File: config.mk
export PLATFORM = sky130hd
export DESIGN_NAME = prac_front_flat
export DESIGN_NICKNAME = d
export VERILOG_FILES = /design/src/hw/rtl/prac_pkg.sv /design/src/hw/rtl/prac_if.sv /design/src/hw/rtl/prac_front.sv /design/src/flat_wrapper.sv
export SDC_FILE = /design/constraint.sdc
export NUM_CORES = 2
export LEC_CHECK = 0
export BUFFER_PORTS_ARGS = -buffer_cell sky130_fd_sc_hd__buf_4
export CAP_MARGIN = 15
export CORE_MARGIN = 1.5
export CORE_UTILIZATION = 65
export DETAILED_ROUTE_END_ITERATION = 10
export PLACE_DENSITY = 0.9
export REMOVE_ABC_BUFFERS = 1
export SLEW_MARGIN = 20
export SYNTH_ARGS = -nofsm -noshare
export SYNTH_HDL_FRONTEND = slang
export SYNTH_SLANG_ARGS = --single-unit
File: constraint.sdc
create_clock -name clk -period 11.45 [get_ports clk]
set_clock_uncertainty 0.15 [all_clocks]
set_input_delay 0 -clock clk [delete_from_list [all_inputs] [get_ports clk]]
set_output_delay 0 -clock clk [all_outputs]
set_load 0.1 [all_outputs]
File: src/hw/rtl/prac_pkg.sv
// shared constants, types and the arctangent table for the point rotation block
// depends on nothing; every other rtl file but prac_if imports it
`default_nettype none

package prac_pkg;

  localparam int CORDIC_STAGES = 24;
  localparam int COORD_BITS    = 32;

  // effective coordinate width and stage count
  localparam int CW      = (COORD_BITS < 32) ? COORD_BITS : 32;
  localparam int NSTAGES = (CORDIC_STAGES < 32) ? CORDIC_STAGES : 32;

  localparam int GUARD      = 8;
  localparam int GAIN_SHIFT = 30 - GUARD;
  localparam int DW = CW + 1;            // offset from center
  localparam int PW = DW + 32;           // offset times gain
  localparam int XW = CW + 11;           // rotator x / y
  localparam int ZW = 33;                // residual angle
  localparam int RW = XW - GUARD;        // rounded offset

  localparam logic signed [31:0] GAIN_Q30     = 32'sd652032874;
  localparam logic [31:0]        QUARTER_TURN = 32'h4000_0000;
  localparam logic [31:0]        HALF_TURN    = 32'h8000_0000;
  localparam logic [XW-1:0]      ROUND_HALF   = XW'(1 << (GUARD - 1));

  localparam logic signed [CW-1:0] COORD_MAX = {1'b0, {(CW-1){1'b1}}};
  localparam logic signed [CW-1:0] COORD_MIN = {1'b1, {(CW-1){1'b0}}};

  typedef logic [1:0] reg_addr_t;
  localparam reg_addr_t REG_CENTER_X   = 2'd0;
  localparam reg_addr_t REG_CENTER_Y   = 2'd1;
  localparam reg_addr_t REG_ANG_VEL    = 2'd2;

  typedef struct packed {
    logic signed [XW-1:0] x;
    logic signed [XW-1:0] y;
    logic signed [ZW-1:0] z;
  } rot_t;

  // atan(2^-i) in units of 2^-32 turn
  function automatic logic [31:0] atan_turn(input int i);
    logic [31:0] t;
    case (i)
      0:       t = 32'h20000000;
      1:       t = 32'h12E4051E;
      2:       t = 32'h09FB385B;
      3:       t = 32'h051111D4;
      4:       t = 32'h028B0D43;
      5:       t = 32'h0145D7E1;
      6:       t = 32'h00A2F61E;
      7:       t = 32'h00517C55;
      8:       t = 32'h0028BE53;
      9:       t = 32'h00145F2F;
      10:      t = 32'h000A2F98;
      11:      t = 32'h000517CC;
      12:      t = 32'h00028BE6;
      13:      t = 32'h000145F3;
      14:      t = 32'h0000A2FA;
      15:      t = 32'h0000517D;
      16:      t = 32'h000028BE;
      17:      t = 32'h0000145F;
      18:      t = 32'h00000A30;
      19:      t = 32'h00000518;
      20:      t = 32'h0000028C;
      21:      t = 32'h00000146;
      22:      t = 32'h000000A3;
      23:      t = 32'h00000051;
      24:      t = 32'h00000029;
      25:      t = 32'h00000014;
      26:      t = 32'h0000000A;
      27:      t = 32'h00000005;
      28:      t = 32'h00000003;
      29:      t = 32'h00000001;
      30:      t = 32'h00000001;
      default: t = 32'h00000000;
    endcase
    return t;
  endfunction

endpackage

`default_nettype wire

File: src/hw/rtl/prac_if.sv
// valid/ready channel interfaces: point requests, results, register writes
// depends on nothing
`default_nettype none

interface prac_pt_if;
  logic        valid;
  logic        ready;
  logic [15:0] elapsed_ms;
  logic [31:0] prev_x;
  logic [31:0] prev_y;

  modport source (output valid, output elapsed_ms, output prev_x, output prev_y,
                  input ready);
  modport sink   (input valid, input elapsed_ms, input prev_x, input prev_y,
                  output ready);
endinterface


`default_nettype wire

File: src/hw/rtl/prac_front.sv
// front end: offset and angle product, gain multiply, quadrant pre-rotation
// depends on prac_pkg and prac_pt_if
`default_nettype none

module prac_front (
  input  wire logic              clk,
  input  wire logic              rst,
  prac_pt_if.sink                pt,
  input  wire logic [31:0]       center_x,
  input  wire logic [31:0]       center_y,
  input  wire logic [31:0]       angular_velocity,
  output logic                   out_valid,
  input  wire logic              out_ready,
  output prac_pkg::rot_t         out_data
);
  import prac_pkg::*;

  // stage a: offset and angle
  logic                 va;
  logic signed [DW-1:0] a_dx;
  logic signed [DW-1:0] a_dy;
  logic [31:0]          a_angle;
  // stage b: gain products
  logic                 vb;
  logic signed [PW-1:0] b_px;
  logic signed [PW-1:0] b_py;
  logic [31:0]          b_angle;
  // stage c: pre-rotated vector
  logic                 vc;
  rot_t                 c_data;

  logic ra, rb, rc;

  logic signed [CW-1:0] px_c, py_c, cx_c, cy_c;
  logic [47:0]          angle_prod;
  logic signed [PW-1:0] prod_x, prod_y;
  logic signed [XW-1:0] x0, y0;
  logic signed [XW-1:0] x0e, y0e;
  logic                 flip;
  logic [31:0]          angle_sum, z_bits;
  rot_t                 c_next;

  assign rc = !vc || out_ready;
  assign rb = !vb || rc;
  assign ra = !va || rb;
  assign pt.ready = ra;

  assign px_c = $signed(pt.prev_x[CW-1:0]);
  assign py_c = $signed(pt.prev_y[CW-1:0]);
  assign cx_c = $signed(center_x[CW-1:0]);
  assign cy_c = $signed(center_y[CW-1:0]);
  assign angle_prod = angular_velocity * pt.elapsed_ms;

  always_ff @(posedge clk) begin
    if (rst) begin
      va <= 1'b0;
    end else if (ra) begin
      va <= pt.valid;
    end
  end

  always_ff @(posedge clk) begin
    if (ra && pt.valid) begin
      a_dx    <= DW'(px_c) - DW'(cx_c);
      a_dy    <= DW'(py_c) - DW'(cy_c);
      a_angle <= angle_prod[31:0];
    end
  end

  // gain compensation, one multiplier per axis
  assign prod_x = PW'(a_dx) * PW'(GAIN_Q30);
  assign prod_y = PW'(a_dy) * PW'(GAIN_Q30);

  always_ff @(posedge clk) begin
    if (rst) begin
      vb <= 1'b0;
    end else if (rb) begin
      vb <= va;
    end
  end

  always_ff @(posedge clk) begin
    if (rb && va) begin
      b_px    <= prod_x;
      b_py    <= prod_y;
      b_angle <= a_angle;
    end
  end

  // floor shift to 8 guard bits, then fold the angle into the right half plane
  assign x0  = $signed(b_px[PW-1:GAIN_SHIFT]);
  assign y0  = $signed(b_py[PW-1:GAIN_SHIFT]);
  assign x0e = XW'(x0);
  assign y0e = XW'(y0);
  assign angle_sum = b_angle + QUARTER_TURN;
  assign flip   = angle_sum[31];
  assign z_bits = flip ? (b_angle ^ HALF_TURN) : b_angle;

  always_comb begin
    c_next.x = flip ? -x0e : x0e;
    c_next.y = flip ? -y0e : y0e;
    c_next.z = ZW'($signed(z_bits));
  end

  always_ff @(posedge clk) begin
    if (rst) begin
      vc <= 1'b0;
    end else if (rc) begin
      vc <= vb;
    end
  end

  always_ff @(posedge clk) begin
    if (rc && vb) begin
      c_data <= c_next;
    end
  end

  assign out_valid = vc;
  assign out_data  = c_data;

endmodule

`default_nettype wire

File: src/flat_wrapper.sv
// flat-port wrapper written by rule: the top's interface ports become plain ports
module prac_front_flat import prac_pkg::*;
  (clk, rst, center_x, center_y, angular_velocity, out_valid, out_ready, out_data, pt_valid, pt_elapsed_ms, pt_prev_x, pt_prev_y, pt_ready);
  prac_pt_if pt_i ();
  input  wire logic clk;
  input  wire logic rst;
  input  wire logic [31:0] center_x;
  input  wire logic [31:0] center_y;
  input  wire logic [31:0] angular_velocity;
  output logic out_valid;
  input  wire logic out_ready;
  output prac_pkg::rot_t out_data;
  input wire logic [$bits(pt_i.valid)-1:0] pt_valid;
  input wire logic [$bits(pt_i.elapsed_ms)-1:0] pt_elapsed_ms;
  input wire logic [$bits(pt_i.prev_x)-1:0] pt_prev_x;
  input wire logic [$bits(pt_i.prev_y)-1:0] pt_prev_y;
  output wire logic [$bits(pt_i.ready)-1:0] pt_ready;
  assign pt_i.valid = pt_valid;
  assign pt_i.elapsed_ms = pt_elapsed_ms;
  assign pt_i.prev_x = pt_prev_x;
  assign pt_i.prev_y = pt_prev_y;
  assign pt_ready = pt_i.ready;
  prac_front u_core (.clk(clk), .rst(rst), .pt(pt_i), .center_x(center_x), .center_y(center_y), .angular_velocity(angular_velocity), .out_valid(out_valid), .out_ready(out_ready), .out_data(out_data));
endmodule
==> impl_results.md <==
* Clock slew at reported path FFs at 0.07 ns
* Area grow syn2layout at 11.19%
* CTS tree: built
* Post-synth EDFFs at 332
* Dpl hpwl at 152.3 mm
* Reg area at 0.01003 mm^2
* Die height at 317.0 um
* Register-to-Register Path Depth at 24
* FMAX at 112.1 MHz
* First-pass GRT wire length at 282.3 mm
* CP Cell Sequence: ha_1, xor2_1, ha_1, a21oi_1, fa_1, inv_1, fa_1, fa_1, fa_1, fa_1, inv_1, fa_1, inv_1, ha_1, and2_1, nand3_1, or4_1, or4_1, o32a_1, a211o_1, a31oi_1, nand2b_1, a41oi_1, xnor2_1
* Tcrit/Tclk final at 0.7792
* Global route overflow at 0
* FF-to-FF Start: u_core.a_dy[17]$_DFFE_PP_
* Core Region at 0.09799 mm^2
* Yosys warnings at 0
* Worst EP required at 11.68 ns
* DIE AREA at 0.1005 mm^2
* Final hold viol count at 0
* Met1 WL at 73.34 mm
* Largest net degree at the start of global routing at 74
* CTS Sinks at 335
* Final Setup Violations at 0
* Port Buf Inserts at 300
* CP Buf/Inv Count at 3
* Hold path depth at 6
* Remaining antenna violation count at 0
* Initial antenna violation count at 1
* Clock Tree Buf Depth at 3
* Hold WC Path Type: in2reg
* Initial core utilization at 0.6541
* #FFs+latches synth at 335
* Vias at 46480
* Met3 Routed Length at 19.89 mm
* Worst slew pin tran at 1.108 ns
* Area leader, netlist: fa_1
* Final Max Tran Viols at 0
* Skew-Pair Late Insertion Delay at 0.66 ns
* Hold path startpoint: center_x[2]
* Syn avg cell area at 10.33 um^2
* Run status: finished clean
* Reg2Reg Capture Point: u_core.b_py[63]$_DFFE_PP_
* Syn Inst Count at 6208
* DR vias/cell at 5.816
* Row count at 115
* FFs w/ async S/R, synth at 0
* Pre-antenna DRT Iters at 9
* CTS Root Cell: clkbuf_16
* Startpoint Class: flip-flop
* Die width at 317.0 um
* Inserted Clock Buffers at 43
* Critical path capture point type: flip-flop
* CP arrival at 9.15 ns
* Max stage delay on crit path at 0.69 ns
* Unrepaired setup endpoints after global routing: false
* Cells resized by post-CTS repair at 0
* DR WL/cell at 23.12 um
* Min-Delay Endpoint: u_core.a_dx[3]$_DFFE_PP_
* Flop-to-flop setup slack at 2.53 ns
* Diode count at 0
* Worst Path Max Fanout at 9
* Fillers at 6748
* Mapped cell area at 0.06410 mm^2
* Max-Cap Viols at 0
* Drt drc at 0
* Drt total wl at 184.8 mm
* Setup TNS at 0 ns
* CP most frequent cell: fa_1
* Multi-input logic area at 0.04754 mm^2
* Synth cell types at 78
* H-tree level count at 2
* Min Clock Period, post-route at 8.922 ns
* Family with the most delay on the worst path: adder cells
* Max layer used: met4
* Top post-synthesis cells by area: fa_1 (37%), ha_1 (17%), edfxtp_1 (16%)
* Final net count at 8914
* Rel. slew slack at 0.2559
* Crit. path cell count at 24
* Final Wtd Congestion at 1.064
* Met2 wire length at 84.21 mm
* Ports at 301
* WS Path Type: reg2reg
* Share of cells above drive strength 1 at 0.06220
* Initial DRC count at 4242
* Yosys top cell area share at 0.3664
* Vias in the first global route at 49740
* Global Route Usage Sum at 0.3755
* Top_reg_cell synth: edfxtp_1
* Max stage delay cell, worst path: or4_1
* Post-synthesis sequential area ratio at 0.1565
area by class of cell:
cell class	count	share of cell area
multi-input combinational	4118	0.6670
sequential	335	0.1407
inverter	1662	0.08753
timing repair buffer	510	0.06069
tap	1287	0.02259
clock buffer	48	0.01536
clock inverter	31	0.006074
worst register-to-register path, delay by kind of cell, from the launching register on:
kind,cells,cell delay (ns)
buf+inv,3,0.18
xor+xnor,2,0.37
simple gates,5,1.74
flops,1,0.59
fa+ha+maj,9,4.13
compound gates,5,1.50
worst max-delay path by stage:
stage | startpoint | end | slack (ns)
finish | u_core.a_dy[17]$_DFFE_PP_ | u_core.b_py[63]$_DFFE_PP_ | 2.53
global route | u_core.a_dy[17]$_DFFE_PP_ | u_core.b_py[63]$_DFFE_PP_ | 2.29
CTS | u_core.a_dy[17]$_DFFE_PP_ | u_core.b_py[63]$_DFFE_PP_ | 2.66
detailed placement | u_core.a_dy[17]$_DFFE_PP_ | u_core.b_py[63]$_DFFE_PP_ | 2.72
global placement | u_core.a_dy[21]$_DFFE_PP_ | u_core.b_py[63]$_DFFE_PP_ | 2.88
floorplan | u_core.out_valid$_SDFFE_PP0P_ | u_core.b_angle[0]$_DFFE_PP_ | 1.16
sequential cells by signal, indices dropped and copies added (netlist names):
signal            cells
u_core.out_valid      1
u_core.a_angle       32
u_core.a_dy          33
u_core.a_dx          33
u_core.b_px          42
u_core.vb             1
u_core.va             1
u_core.out_data     118
u_core.b_py          42
u_core.b_angle       32
per-layer routing:
metal	vias up	track usage
met3	462	0.08419
met4	0	0.1333
met1	23160	0.5173
li1	20170	-
met5	-	0
met2	2684	0.5891
cells in the final DEF, fill, tap and decap left out, drive strengths merged, types with 157 or more instances in the layout:
| master | instances |
|---|---|
| a21oi | 222 |
| and2 | 170 |
| buf | 313 |
| dlygate4sd3 | 197 |
| edfxtp | 332 |
| fa | 1173 |
| ha | 891 |
| inv | 1665 |
| nand2 | 352 |
| nor2 | 157 |
| xnor2 | 244 |
| xor2 | 220 |
synth_stat cells (6+ instances only):
library cell     n
xor2_1         220
fa_1          1173
xnor2_1        244
o31ai_1         17
a21o_1         120
o21bai_1        22
nor2b_1         48
nand2b_1        36
or4_1           10
nor3_1          38
ha_1           891
a21boi_0         6
a211oi_1        25
clkbuf_1        92
edfxtp_1       332
o41ai_1          8
a22o_1           6
a21oi_1        219
nand4_1         22
and2_1         170
o211ai_1         9
nor2_1         156
nor4_1           8
and3_1          10
a31oi_1         15
or3_1            9
inv_1         1661
o21a_1          30
nand3_1         31
nand2_1        351
o21ai_0        123
a22oi_1         11
cells by family (layout without fill, tap and decap cells):
family,after synthesis,in the layout,share of synthesized area
fa+ha+maj,2064,2064,0.5403
buf+inv,1755,2251,0.1028
simple gates,920,920,0.07051
compound gates,669,669,0.06635
xor+xnor,464,464,0.06340
flops,335,335,0.1565
mux,1,1,0.0001562
metrics by stage:
step	area, um^2	setup slack [ns]	hold slack (ns)	cells	util
after floorplan	63740	1.161	-0.08093	6115	-
after global placement	67770	2.883	0.03070	7715	0.6916
after detailed placement	67770	2.725	0.03203	7715	0.6916
after CTS	71270	2.660	0.007956	7991	0.7273
after global routing	71270	2.293	0.07408	7991	0.7273
final	71270	2.528	0.05629	7991	0.7273
timing repair:
item                      CTS  global route
hold buffers              197             0
hold endpoints to repair  104             0
buffers inserted            0             0
Power is not shown: default switching activity piles up to over one toggle a cycle in this logic, so the estimate is an artifact.
