File: src/hw/rtl/prac_pkg.sv
// shared constants, types and the arctangent table for the point rotation block
// depends on nothing; every other rtl file but prac_if imports it
`default_nettype none

package prac_pkg;

  localparam int CORDIC_STAGES = 24;
  localparam int COORD_BITS    = 32;

  // effective coordinate width and stage count
  localparam int CW      = (COORD_BITS < 32) ? COORD_BITS : 32;
  localparam int NSTAGES = (CORDIC_STAGES < 32) ? CORDIC_STAGES : 32;

  localparam int GUARD      = 8;
  localparam int GAIN_SHIFT = 30 - GUARD;
  localparam int DW = CW + 1;            // offset from center
  localparam int PW = DW + 32;           // offset times gain
  localparam int XW = CW + 11;           // rotator x / y
  localparam int ZW = 33;                // residual angle
  localparam int RW = XW - GUARD;        // rounded offset

  localparam logic signed [31:0] GAIN_Q30     = 32'sd652032874;
  localparam logic [31:0]        QUARTER_TURN = 32'h4000_0000;
  localparam logic [31:0]        HALF_TURN    = 32'h8000_0000;
  localparam logic [XW-1:0]      ROUND_HALF   = XW'(1 << (GUARD - 1));

  localparam logic signed [CW-1:0] COORD_MAX = {1'b0, {(CW-1){1'b1}}};
  localparam logic signed [CW-1:0] COORD_MIN = {1'b1, {(CW-1){1'b0}}};

  typedef logic [1:0] reg_addr_t;
  localparam reg_addr_t REG_CENTER_X   = 2'd0;
  localparam reg_addr_t REG_CENTER_Y   = 2'd1;
  localparam reg_addr_t REG_ANG_VEL    = 2'd2;

  typedef struct packed {
    logic signed [XW-1:0] x;
    logic signed [XW-1:0] y;
    logic signed [ZW-1:0] z;
  } rot_t;

  // atan(2^-i) in units of 2^-32 turn
  function automatic logic [31:0] atan_turn(input int i);
    logic [31:0] t;
    case (i)
      0:       t = 32'h20000000;
      1:       t = 32'h12E4051E;
      2:       t = 32'h09FB385B;
      3:       t = 32'h051111D4;
      4:       t = 32'h028B0D43;
      5:       t = 32'h0145D7E1;
      6:       t = 32'h00A2F61E;
      7:       t = 32'h00517C55;
      8:       t = 32'h0028BE53;
      9:       t = 32'h00145F2F;
      10:      t = 32'h000A2F98;
      11:      t = 32'h000517CC;
      12:      t = 32'h00028BE6;
      13:      t = 32'h000145F3;
      14:      t = 32'h0000A2FA;
      15:      t = 32'h0000517D;
      16:      t = 32'h000028BE;
      17:      t = 32'h0000145F;
      18:      t = 32'h00000A30;
      19:      t = 32'h00000518;
      20:      t = 32'h0000028C;
      21:      t = 32'h00000146;
      22:      t = 32'h000000A3;
      23:      t = 32'h00000051;
      24:      t = 32'h00000029;
      25:      t = 32'h00000014;
      26:      t = 32'h0000000A;
      27:      t = 32'h00000005;
      28:      t = 32'h00000003;
      29:      t = 32'h00000001;
      30:      t = 32'h00000001;
      default: t = 32'h00000000;
    endcase
    return t;
  endfunction

endpackage

`default_nettype wire

File: src/hw/rtl/prac_if.sv
// valid/ready channel interfaces: point requests, results, register writes
// depends on nothing
`default_nettype none


interface prac_res_if;
  logic        valid;
  logic        ready;
  logic [31:0] next_x;
  logic [31:0] next_y;
  logic        saturated;

  modport source (output valid, output next_x, output next_y, output saturated,
                  input ready);
  modport sink   (input valid, input next_x, input next_y, input saturated,
                  output ready);
endinterface


`default_nettype wire

File: src/hw/rtl/prac_back.sv
// back end: drop guard bits with rounding, add center, saturate, output register
// depends on prac_pkg and prac_res_if
`default_nettype none

module prac_back (
  input  wire logic              clk,
  input  wire logic              rst,
  input  wire logic              in_valid,
  output logic                   in_ready,
  input  wire prac_pkg::rot_t    in_data,
  input  wire logic [31:0]       center_x,
  input  wire logic [31:0]       center_y,
  prac_res_if.source             res
);
  import prac_pkg::*;

  logic                 vr;
  logic signed [RW-1:0] rx, ry;
  logic                 vo;
  logic [31:0]          ox, oy;
  logic                 osat;

  logic rr, ro;

  logic signed [XW-1:0] xi, yi, xsum, ysum, xsh, ysh;
  logic signed [CW-1:0] cx_c, cy_c, px, py;
  logic signed [RW:0]   sx, sy;
  logic                 hx, lx, hy, ly;

  assign ro = !vo || res.ready;
  assign rr = !vr || ro;
  assign in_ready = rr;

  assign xi   = in_data.x;
  assign yi   = in_data.y;
  assign xsum = xi + $signed(ROUND_HALF);
  assign ysum = yi + $signed(ROUND_HALF);
  assign xsh  = xsum >>> GUARD;
  assign ysh  = ysum >>> GUARD;

  always_ff @(posedge clk) begin
    if (rst) begin
      vr <= 1'b0;
    end else if (rr) begin
      vr <= in_valid;
    end
  end

  always_ff @(posedge clk) begin
    if (rr && in_valid) begin
      rx <= xsh[RW-1:0];
      ry <= ysh[RW-1:0];
    end
  end

  // center plus offset, clipped to the coordinate range
  assign cx_c = $signed(center_x[CW-1:0]);
  assign cy_c = $signed(center_y[CW-1:0]);
  assign sx = (RW+1)'(cx_c) + (RW+1)'(rx);
  assign sy = (RW+1)'(cy_c) + (RW+1)'(ry);
  assign hx = sx > (RW+1)'(COORD_MAX);
  assign lx = sx < (RW+1)'(COORD_MIN);
  assign hy = sy > (RW+1)'(COORD_MAX);
  assign ly = sy < (RW+1)'(COORD_MIN);

  always_comb begin
    if (hx) begin
      px = COORD_MAX;
    end else if (lx) begin
      px = COORD_MIN;
    end else begin
      px = sx[CW-1:0];
    end
    if (hy) begin
      py = COORD_MAX;
    end else if (ly) begin
      py = COORD_MIN;
    end else begin
      py = sy[CW-1:0];
    end
  end

  always_ff @(posedge clk) begin
    if (rst) begin
      vo <= 1'b0;
    end else if (ro) begin
      vo <= vr;
    end
  end

  always_ff @(posedge clk) begin
    if (ro && vr) begin
      ox   <= 32'(px);
      oy   <= 32'(py);
      osat <= hx || lx || hy || ly;
    end
  end

  assign res.valid     = vo;
  assign res.next_x    = ox;
  assign res.next_y    = oy;
  assign res.saturated = osat;

endmodule

`default_nettype wire

File: src/flat_wrapper.sv
// flat-port wrapper written by rule: the top's interface ports become plain ports
module prac_back_flat import prac_pkg::*;
  (clk, rst, in_valid, in_ready, in_data, center_x, center_y, res_valid, res_next_x, res_next_y, res_saturated, res_ready);
  prac_res_if res_i ();
  input  wire logic clk;
  input  wire logic rst;
  input  wire logic in_valid;
  output logic in_ready;
  input  wire prac_pkg::rot_t in_data;
  input  wire logic [31:0] center_x;
  input  wire logic [31:0] center_y;
  output wire logic [$bits(res_i.valid)-1:0] res_valid;
  output wire logic [$bits(res_i.next_x)-1:0] res_next_x;
  output wire logic [$bits(res_i.next_y)-1:0] res_next_y;
  output wire logic [$bits(res_i.saturated)-1:0] res_saturated;
  input wire logic [$bits(res_i.ready)-1:0] res_ready;
  assign res_valid = res_i.valid;
  assign res_next_x = res_i.next_x;
  assign res_next_y = res_i.next_y;
  assign res_saturated = res_i.saturated;
  assign res_i.ready = res_ready;
  prac_back u_core (.clk(clk), .rst(rst), .in_valid(in_valid), .in_ready(in_ready), .in_data(in_data), .center_x(center_x), .center_y(center_y), .res(res_i));
endmodule
File: config.mk
export PLATFORM = sky130hd
export DESIGN_NAME = prac_back_flat
export DESIGN_NICKNAME = d
export VERILOG_FILES = /design/src/hw/rtl/prac_pkg.sv /design/src/hw/rtl/prac_if.sv /design/src/hw/rtl/prac_back.sv /design/src/flat_wrapper.sv
export SDC_FILE = /design/constraint.sdc
export NUM_CORES = 1
export LEC_CHECK = 0
export BUFFER_PORTS_ARGS = -buffer_cell sky130_fd_sc_hd__buf_2
export CORE_MARGIN = 1
export CORE_UTILIZATION = 49
export CTS_BUF_LIST = sky130_fd_sc_hd__clkbuf_16
export DETAILED_ROUTE_END_ITERATION = 6
export GPL_TIMING_DRIVEN = 0
export PLACE_DENSITY_LB_ADDON = 0.2
export SKIP_CTS_REPAIR_TIMING = 1
export SYNTH_ARGS = -nofsm -noshare
export SYNTH_HDL_FRONTEND = slang
export SYNTH_SLANG_ARGS = --single-unit
File: constraint.sdc
create_clock -name clk -period 5.3 [get_ports clk]
set_input_delay 0.53 -clock clk [delete_from_list [all_inputs] [get_ports clk]]
set_output_delay 0.53 -clock clk [all_outputs]
set_load 0.03 [all_outputs]
==> summary.txt, run 1 <==
Finish
  • Area Growth Syn to Fin: 20.2%
  • Net count, final: 1430
  • Final instance area: 11400 um^2
  • Inserted Diodes: 0
  • FILL cells: 1675
  • Share of cells above drive strength 1: 23.1%
  • FF+latch area: 4090 um^2
  • Multi-input logic area: 5200 um^2

Logic synthesis
  • Register area share after synthesis: 43.1%
  • Avg Cell Area, Syn: 10.1 um^2
  • Ranking of synthesized cells by area: edfxtp_1, ha_1, xnor2_1, a21oi_1, xor2_1
  • Mapped cell area: 9500 um^2
  • Synth area leader: edfxtp_1
  • Synth Flop Type: edfxtp_1
  • Synth top area share: 42.7%
  • Number of enable flip-flop cells after synthesis: 135
  • Yosys warnings: 0
  • FFs w/ async S/R, synth: 0%
  • Seq cells post-synth: 137
  • Synth unique cells: 68
  • Post-synthesis cell count: 942
  • Post-Syn Nets: 1203

Clocking
  • Root Buffer: clkbuf_16
  • CTS tree: done
  • Sink Count: 137
  • H-tree levels: 4
  • TritonCTS Buffers: 17
  • Register clock-pin slew on the reported worst setup and hold paths: 60 ps
  • Clk buf depth: 2
  • Clock Latency Late Sink: 420 ps

Setup path
  • Crit path max fanout: 10
  • CP Capture Type: flop
  • Crit path kind: reg2reg
  • Critical path data required time: 5440 ps
  • Critical Path Start Type: flop
  • CP max-delay cell: o21ai_0
  • Max incr delay on CP: 540 ps
  • Worst EP arrival: 4470 ps
  • CP cell instances: ha_1 > fa_1 > a211oi_1 > o21a_1 > a21oi_1 > o21ai_0 > nand3b_1 > a21oi_1 > a31o_2 > xor2_1 > o31a_1 > clkbuf_1 > o21ai_0

Detailed routing
  • Drt total wl: 23.0 mm
  • Initial drt markers: 482
  • # DRC: 0
  • Drt wl/cell: 16.0 um
  • Vias: 7992
  • DRT antenna net count: 0
  • Avg Vias per Cell: 5.54
  • DR pass1 iterations: 5

Global routing
  • Initial antenna violation count: 0
  • M3 GR Usage: 5.06%
  • Met1 usage: 32.0%
  • Most Crowded Layer GR: met2
  • M2 GR Usage: 38.6%
  • Number of global-route vias before repair: 7643
  • Largest net degree at the start of global routing: 71
  • First-pass GRT wire length: 36.7 mm
  • Total grt overflow: 0
  • GRT Util Overall: 23.6%

Die
  • Die W: 141 um
  • Core ar.: 18800 um^2
  • Die area: 19900 um^2
  • Top Ports: 254
  • FP Rows: 50
  • Initial Util: 50.4%
  • Die Height: 141 um

STA
  • Final period util: 81.6%
  • Final setup violation count: 0
  • Worst Tran Pin Value: 1060 ps
  • RSZ-0062 raised after global routing: no
  • Maximum clock frequency: 231 MHz
  • Max_slew headroom: 28.2%
  • Setup total negative slack: 0 ps
  • Final Hold Fails: 0
  • Pins Over Slew Limit: 0
  • Min Tclk post-route: 4320 ps
  • Clk_skew: 16.3 ps
  • Hold slack: 276 ps

Pwr
  • Pwr/cell area: 291 nW/um^2
  • Leakage: 4.58 nW
  • VDD IR max: 0.223 mV

Worst hold path
  • Min-Delay Path Class: in2reg

Placed design
  • Post-DP HPWL: 18.3 mm
  • Port bufs: 206
  • Area after DPL: 10900 um^2
  • GP Congestion: 0.856

Run status
  • Status: finished clean

Flow run
  • Max Cap Viol: 0
==> kinds of logic after synthesis <==
family | count (synthesis) | share of synthesized area, %
AOI/OAI and AO/OA | 284 | 18.8
xor gates and xnor gates | 130 | 12.0
and+or+nand+nor | 270 | 14.0
DFF | 137 | 43.1
adders and majority gates | 74 | 9.91
buffers and inverters | 47 | 2.25
==> cell usage in the layout (no fill, tap or decap), drive strengths merged, types with 6 or more instances in the layout <==
cell,count
buf,224
edfxtp,135
o21ai,94
xnor2,85
a21oi,83
nand2,78
ha,72
nor2,47
xor2,45
nand3,43
a21o,29
inv,26
clkbuf,25
nand4,23
nor3,21
and3,21
a31oi,10
clkinv,10
o211ai,9
a211oi,8
o21bai,8
nor2b,7
nor4,6
nand2b,6
o21a,6
o31ai,6
==> per-layer routing <==
| layer | wire length [um] | vias up |
|---|---|---|
| met1 | 10800 | 3727 |
| met5 | 0 | - |
| li1 | - | 4022 |
| met4 | 180 | 0 |
| met2 | 10800 | 228 |
| met3 | 1270 | 15 |
==> power breakdown <==
group | switching (W) | internal, W
Combinational | 0.000590 | 0.000352
Sequential | 0.0000275 | 0.00131
Clock | 0.000457 | 0.000587
==> per-stage QoR <==
stage | utilization (%) | setup slack (ps) | total power, W | cells
after floorplan | - | 1300 | 0.00201 | 942
after global placement | 57.6 | -230 | 0.00229 | 1408
after detailed placement | 57.9 | 912 | 0.00230 | 1410
after CTS | 60.6 | 1100 | 0.00335 | 1442
after global routing | 60.6 | 725 | 0.00350 | 1442
final | 60.6 | 976 | 0.00332 | 1442
==> layout make-up <==
type                       count  share of cell area [%]
multi-input combinational    758                    45.5
sequential                   137                    35.9
timing repair buffer         208                    9.38
clock buffer                  17                    3.73
tap                          260                    2.85
buffer                        24                    1.12
clock inverter                15                   0.778
inverter                      23                   0.756
==> synth_stat cells, types with 7 or more instances <==
cell type,instances
o21bai_1,7
buf_2,12
nor3_1,21
nand3_1,43
a31oi_1,9
nand4_1,23
nor2b_1,7
a211oi_1,8
edfxtp_1,135
xnor2_1,85
nor2_1,47
clkbuf_1,8
xor2_1,45
o21ai_0,70
o211ai_1,9
a21o_1,29
and3_1,20
o21ai_1,24
inv_1,23
a21oi_1,82
ha_1,72
nand2_1,77
==> final timing paths <==
kind	cells past startpoint	startpoint	slack (ps)	end
worst min-delay path	2	rst	280	u_core.res.valid$_SDFFE_PP0P_
worst max register to register	13	u_core.ry[0]$_DFFE_PP_	980	u_core.res.next_y[26]$_SDFFCE_PN1P_
worst max-delay path	13	u_core.ry[0]$_DFFE_PP_	980	u_core.res.next_y[26]$_SDFFCE_PN1P_
worst min register to register	2	u_core.vr$_SDFFE_PP0N_	530	u_core.res.valid$_SDFFE_PP0P_
==> worst max-delay path, delay by kind of cell (launching register included) <==
family	cells	cell delay, ps
compound gates	8	2110
fa+ha+maj	2	660
buf+inv	1	440
flops	1	390
xor+xnor	1	280
simple gates	1	160
==> state kept, by name (all words and copies together), names as in the netlist <==
register,count
u_core.vr,1
u_core.res.valid,1
u_core.ry,35
u_core.res.saturated,1
u_core.res.next_x,32
u_core.res.next_y,32
u_core.rx,35
Note: power is estimated with default switching activity, not from simulation.
==> inputs of run 2 (changes only) <==
- clock period: 5.3 -> 4.44 ns (I/O delays scaled with it)
==> summary.txt, run 2 (synthesis gave the netlist of run 1 again) <==
Finish
  • Net count, final: 1430
  • Area Growth Syn to Fin: 20.3%
  • Final core occ: 60.7%
  • Share of cells above drive strength 1: 23.2%
  • Commonest non-fill, non-tap cell in the layout: buf_2
  • Commonest cells after routing, fill and taps aside: buf_2, edfxtp_1, xnor2_1
  • Largest registers: u_core.rx x35, u_core.ry x35
  • Final instance area: 11400 um^2
  • Inserted Diodes: 0

Clocking
  • Sink Count: 137
  • Register clock-pin slew on the reported worst setup and hold paths: 60 ps
  • Clk buf depth: 2
  • Clock Latency Late Sink: 420 ps
  • CTS tree: done
  • Root Buffer: clkbuf_16
  • TritonCTS Buffers: 17
  • H-tree levels: 4

Global routing
  • M3 GR Usage: 5.06%
  • GRT Util Overall: 23.6%
  • Total grt overflow: 0
  • M2 GR Usage: 38.6%
  • Most Crowded Layer GR: met2
  • Number of global-route vias before repair: 7643
  • Met1 usage: 32.0%
  • Largest net degree at the start of global routing: 71
  • First-pass GRT wire length: 36.7 mm
  • Initial antenna violation count: 0

Worst hold path
  • Min-Delay Path Class: in2reg

Die
  • Die area: 19900 um^2
  • Core ar.: 18800 um^2
  • Initial Util: 50.4%
  • FP Rows: 50
  • Die Height: 141 um
  • Top Ports: 254
  • Die W: 141 um

Detailed routing
  • Drt total wl: 23.0 mm
  • # DRC: 0
  • Vias: 7963
  • DRT antenna net count: 0
  • Drt wl/cell: 16.0 um
  • Avg Vias per Cell: 5.52
  • DR pass1 iterations: 5
  • Initial drt markers: 504

STA
  • Final setup violation count: 0
  • RSZ-0062 raised after global routing: no
  • Hold slack: 190 ps
  • Min Tclk post-route: 4140 ps
  • Final setup margin: 301 ps
  • Final Hold Fails: 0
  • Worst Tran Pin Value: 923 ps
  • Pins Over Slew Limit: 0
  • Maximum clock frequency: 242 MHz
  • Clk_skew: 16.5 ps
  • Max_slew headroom: 38.5%
  • Final period util: 93.2%
  • Setup total negative slack: 0 ps

Setup path
  • Critical Path Start Type: flop
  • R2R setup slack: 300 ps
  • CP delay by family, top: compound AO/OA/AOI/OAI gates
  • CP cell instances: ha_1 > fa_1 > a211oi_1 > o21a_1 > a21oi_1 > o21ai_1 > nand3b_1 > a21oi_1 > a31o_2 > xor2_1 > o31a_1 > buf_1 > o21ai_0
  • Crit path max fanout: 10
  • CP max-delay cell: buf_1
  • Worst EP arrival: 4280 ps
  • Crit path top cell by count: a21oi_1
  • CP bufs+invs: 1
  • Max incr delay on CP: 460 ps
  • CP Capture Type: flop
  • Crit path kind: reg2reg
  • Critical path data required time: 4580 ps

Run status
  • Status: finished clean

Placed design
  • Post-DP HPWL: 18.3 mm
  • GP Congestion: 0.856
  • Area after DPL: 10900 um^2
  • Port bufs: 206
  • DP Worst Slack: 138 ps

Pwr
  • Leakage: 4.59 nW
  • Pwr/cell area: 348 nW/um^2
  • VDD IR max: 0.267 mV

Flow run
  • Max Cap Viol: 0
run 2: cell types whose count changed in the layout (fill, tap and decap cells not counted):
cell	change
o41ai_2	+1
o21ai_0	-1
clkbuf_1	-1
o41ai_1	-1
buf_1	+1
o21ai_1	+1
run 2: worst register-to-register path: stages, from the launching register on:
cell and delay (ps):
edfxtp_1 390, ha_1 230, fa_1 430, a211oi_1 230
o21a_1 210, a21oi_1 120, o21ai_1 360, nand3b_1 140
a21oi_1 350, a31o_2 260, xor2_1 280, o31a_1 220
buf_1 460, o21ai_0 190
run 2: layout make-up:
type	count	area, um^2
fill	1674	7400
multi-input combinational	758	5210
sequential	137	4090
timing repair buffer	208	1070
clock buffer	17	425
tap	260	325
buffer	24	128
clock inverter	15	88.8
inverter	23	86.3
run 2: through the flow:
step           total power [W]  instances
6_report               0.00397       1442
5_1_grt                0.00418       1442
4_1_cts                0.00399       1442
3_5_place_dp           0.00274       1410
3_3_place_gp           0.00273       1408
2_1_floorplan          0.00240        942
run 2: worst paths after layout:
path | start | end | cells past startpoint
worst max-delay path | u_core.ry[0]$_DFFE_PP_ | u_core.res.next_y[26]$_SDFFCE_PN1P_ | 13
worst min-delay path | rst | u_core.res.valid$_SDFFE_PP0P_ | 2
worst max register to register | u_core.ry[0]$_DFFE_PP_ | u_core.res.next_y[26]$_SDFFCE_PN1P_ | 13
worst min register to register | u_core.vr$_SDFFE_PP0N_ | u_core.res.valid$_SDFFE_PP0P_ | 2
run 2: per-layer routing:
metal,up-vias,part of all wire (%)
met1,3705,46
met5,-,0
li1,4016,-
met3,15,5.8
met4,0,0.78
met2,227,47
run 2: power breakdown:
group	leakage [nW]	internal [W]	total, W	switching (W)
Combinational	3.05	0.000421	0.00113	0.000707
Sequential	1.28	0.00156	0.00160	0.0000327
Clock	0.258	0.000701	0.00125	0.000547
Total	4.59	0.00269	0.00397	0.00129
==> inputs of run 3 (changes only) <==
- CELL_PAD_IN_SITES_DETAIL_PLACEMENT: not set -> 1
- CELL_PAD_IN_SITES_GLOBAL_PLACEMENT: not set -> 1
- CORE_UTILIZATION: 49 -> 41
- SETUP_SLACK_MARGIN: not set -> 0.5
- SLEW_MARGIN: not set -> 40
==> summary.txt, run 3 (synthesis gave the netlist of run 1 again) <==
Run status
  • Status: finished clean

Die
  • Die W: 154 um
  • Die area: 23800 um^2
  • Core ar.: 22700 um^2
  • Top Ports: 254
  • Initial Util: 41.8%
  • Die Height: 154 um
  • FP Rows: 55

Clocking
  • Clock Latency Late Sink: 430 ps
  • H-tree levels: 4
  • Sink Count: 137
  • Clk buf depth: 2
  • TritonCTS Buffers: 17
  • Root Buffer: clkbuf_16
  • Register clock-pin slew on the reported worst setup and hold paths: 60 ps
  • CTS tree: done

Finish
  • Share of cells above drive strength 1: 24.7%
  • Final cell count without fillers: 1474
  • Net count, final: 1434
  • Area Growth Syn to Fin: 22.5%
  • Largest registers: u_core.rx x35, u_core.ry x35
  • Commonest non-fill, non-tap cell in the layout: buf_2
  • Commonest cells after routing, fill and taps aside: buf_2, edfxtp_1, xnor2_1
  • Final instance area: 11600 um^2

STA
  • Min Tclk post-route: 3730 ps
  • Maximum clock frequency: 268 MHz
  • Worst Tran Pin Value: 682 ps
  • Final period util: 83.9%
  • Clk_skew: 8.31 ps
  • RSZ-0062 raised after global routing: no
  • Pins Over Slew Limit: 0
  • Final Hold Fails: 0
  • Final setup violation count: 0
  • Hold slack: 180 ps
  • Max_slew headroom: 54.0%

Setup path
  • Critical path data required time: 4610 ps
  • Max incr delay on CP: 440 ps
  • Crit path top cell by count: o21ai_1
  • CP delay by family, top: compound AO/OA/AOI/OAI gates
  • Crit path max fanout: 10
  • CP bufs+invs: 2
  • Worst EP arrival: 3900 ps
  • CP cell instances: ha_1 > a211oi_1 > o211ai_1 > a41oi_2 > a21oi_2 > a221oi_2 > o21ai_1 > xor2_1 > or2_1 > o31ai_2 > buf_4 > buf_6 > o21ai_1
  • Crit path kind: reg2reg
  • CP Capture Type: flop
  • CP max-delay cell: edfxtp_1
  • Critical Path Start Type: flop

Placed design
  • Placed instance count: 1437
  • Area after DPL: 11000 um^2
  • GP Congestion: 0.872
  • Port bufs: 206
  • Post-DP HPWL: 21.2 mm

Detailed routing
  • Drt wl/cell: 17.6 um
  • Avg Vias per Cell: 5.42
  • DR pass1 iterations: 4
  • # DRC: 0
  • Initial drt markers: 304
  • Vias: 7987
  • DRT antenna net count: 0
  • Drt total wl: 26.0 mm

Flow run
  • Max Cap Viol: 0

Pwr
  • Leakage: 4.65 nW
  • VDD IR max: 0.178 mV
  • Pwr/cell area: 363 nW/um^2

Global routing
  • Largest net degree at the start of global routing: 37
  • Number of global-route vias before repair: 8090
  • GRT Util Overall: 22.1%
  • Initial antenna violation count: 3
  • Total grt overflow: 0
  • First-pass GRT wire length: 40.7 mm

Worst hold path
  • Min-Delay Path Class: in2reg
[run 3: worst paths after layout]
check	startpoint	end	slack [ps]	cells past startpoint
max	u_core.ry[1]$_DFFE_PP_	u_core.res.next_y[29]$_SDFFCE_PN1P_	710	13
min	rst	u_core.vr$_SDFFE_PP0N_	180	2
max reg2reg	u_core.ry[1]$_DFFE_PP_	u_core.res.next_y[29]$_SDFFCE_PN1P_	710	13
min reg2reg	u_core.vr$_SDFFE_PP0N_	u_core.res.valid$_SDFFE_PP0P_	530	2
[run 3: report_power, final]
group / total [W] / switching (W) / internal [W]
Sequential: 0.00159 / 0.0000255 / 0.00156
Combinational: 0.00117 / 0.000733 / 0.000433
Clock: 0.00147 / 0.000583 / 0.000883
Total: 0.00422 / 0.00134 / 0.00288
[run 3: cell type report]
cell class	instances	area, um^2
clock inverter	15	178
fill	2652	11100
multi-input combinational	758	5240
sequential	137	4090
clock buffer	17	425
inverter	23	86.3
antenna	3	7.51
buffer	24	134
tap	285	357
timing repair buffer	212	1110
[run 3: stage by stage]
stage	total power (W)	TNS [ps]	util [%]	setup slack, ps
global placement	0.00273	-84.7	47.9	-47.4
detailed placement	0.00277	0	48.3	32.6
finish	0.00422	0	51.2	713
global route	0.00441	0	51.2	487
floorplan	0.00240	0	-	983
CTS	0.00423	0	51.0	186
[run 3: layer usage]
layer | routed length, um | track usage [%] | vias to the layer above
met1 | 11200 | 26.1 | 3763
li1 | - | - | 4013
met3 | 935 | 3.45 | 40
met5 | 0 | 0 | -
met2 | 13200 | 39.7 | 171
met4 | 719 | 9.24 | 0
[run 3: worst register-to-register path, stage by stage, from the launching register on]
cell and delay (ps):
edfxtp_1 440, ha_1 320, a211oi_1 320, o211ai_1 190, a41oi_2 390, a21oi_2 160, a221oi_2 350, o21ai_1 150
xor2_1 180, or2_1 270, o31ai_2 200, buf_4 220, buf_6 160, o21ai_1 90
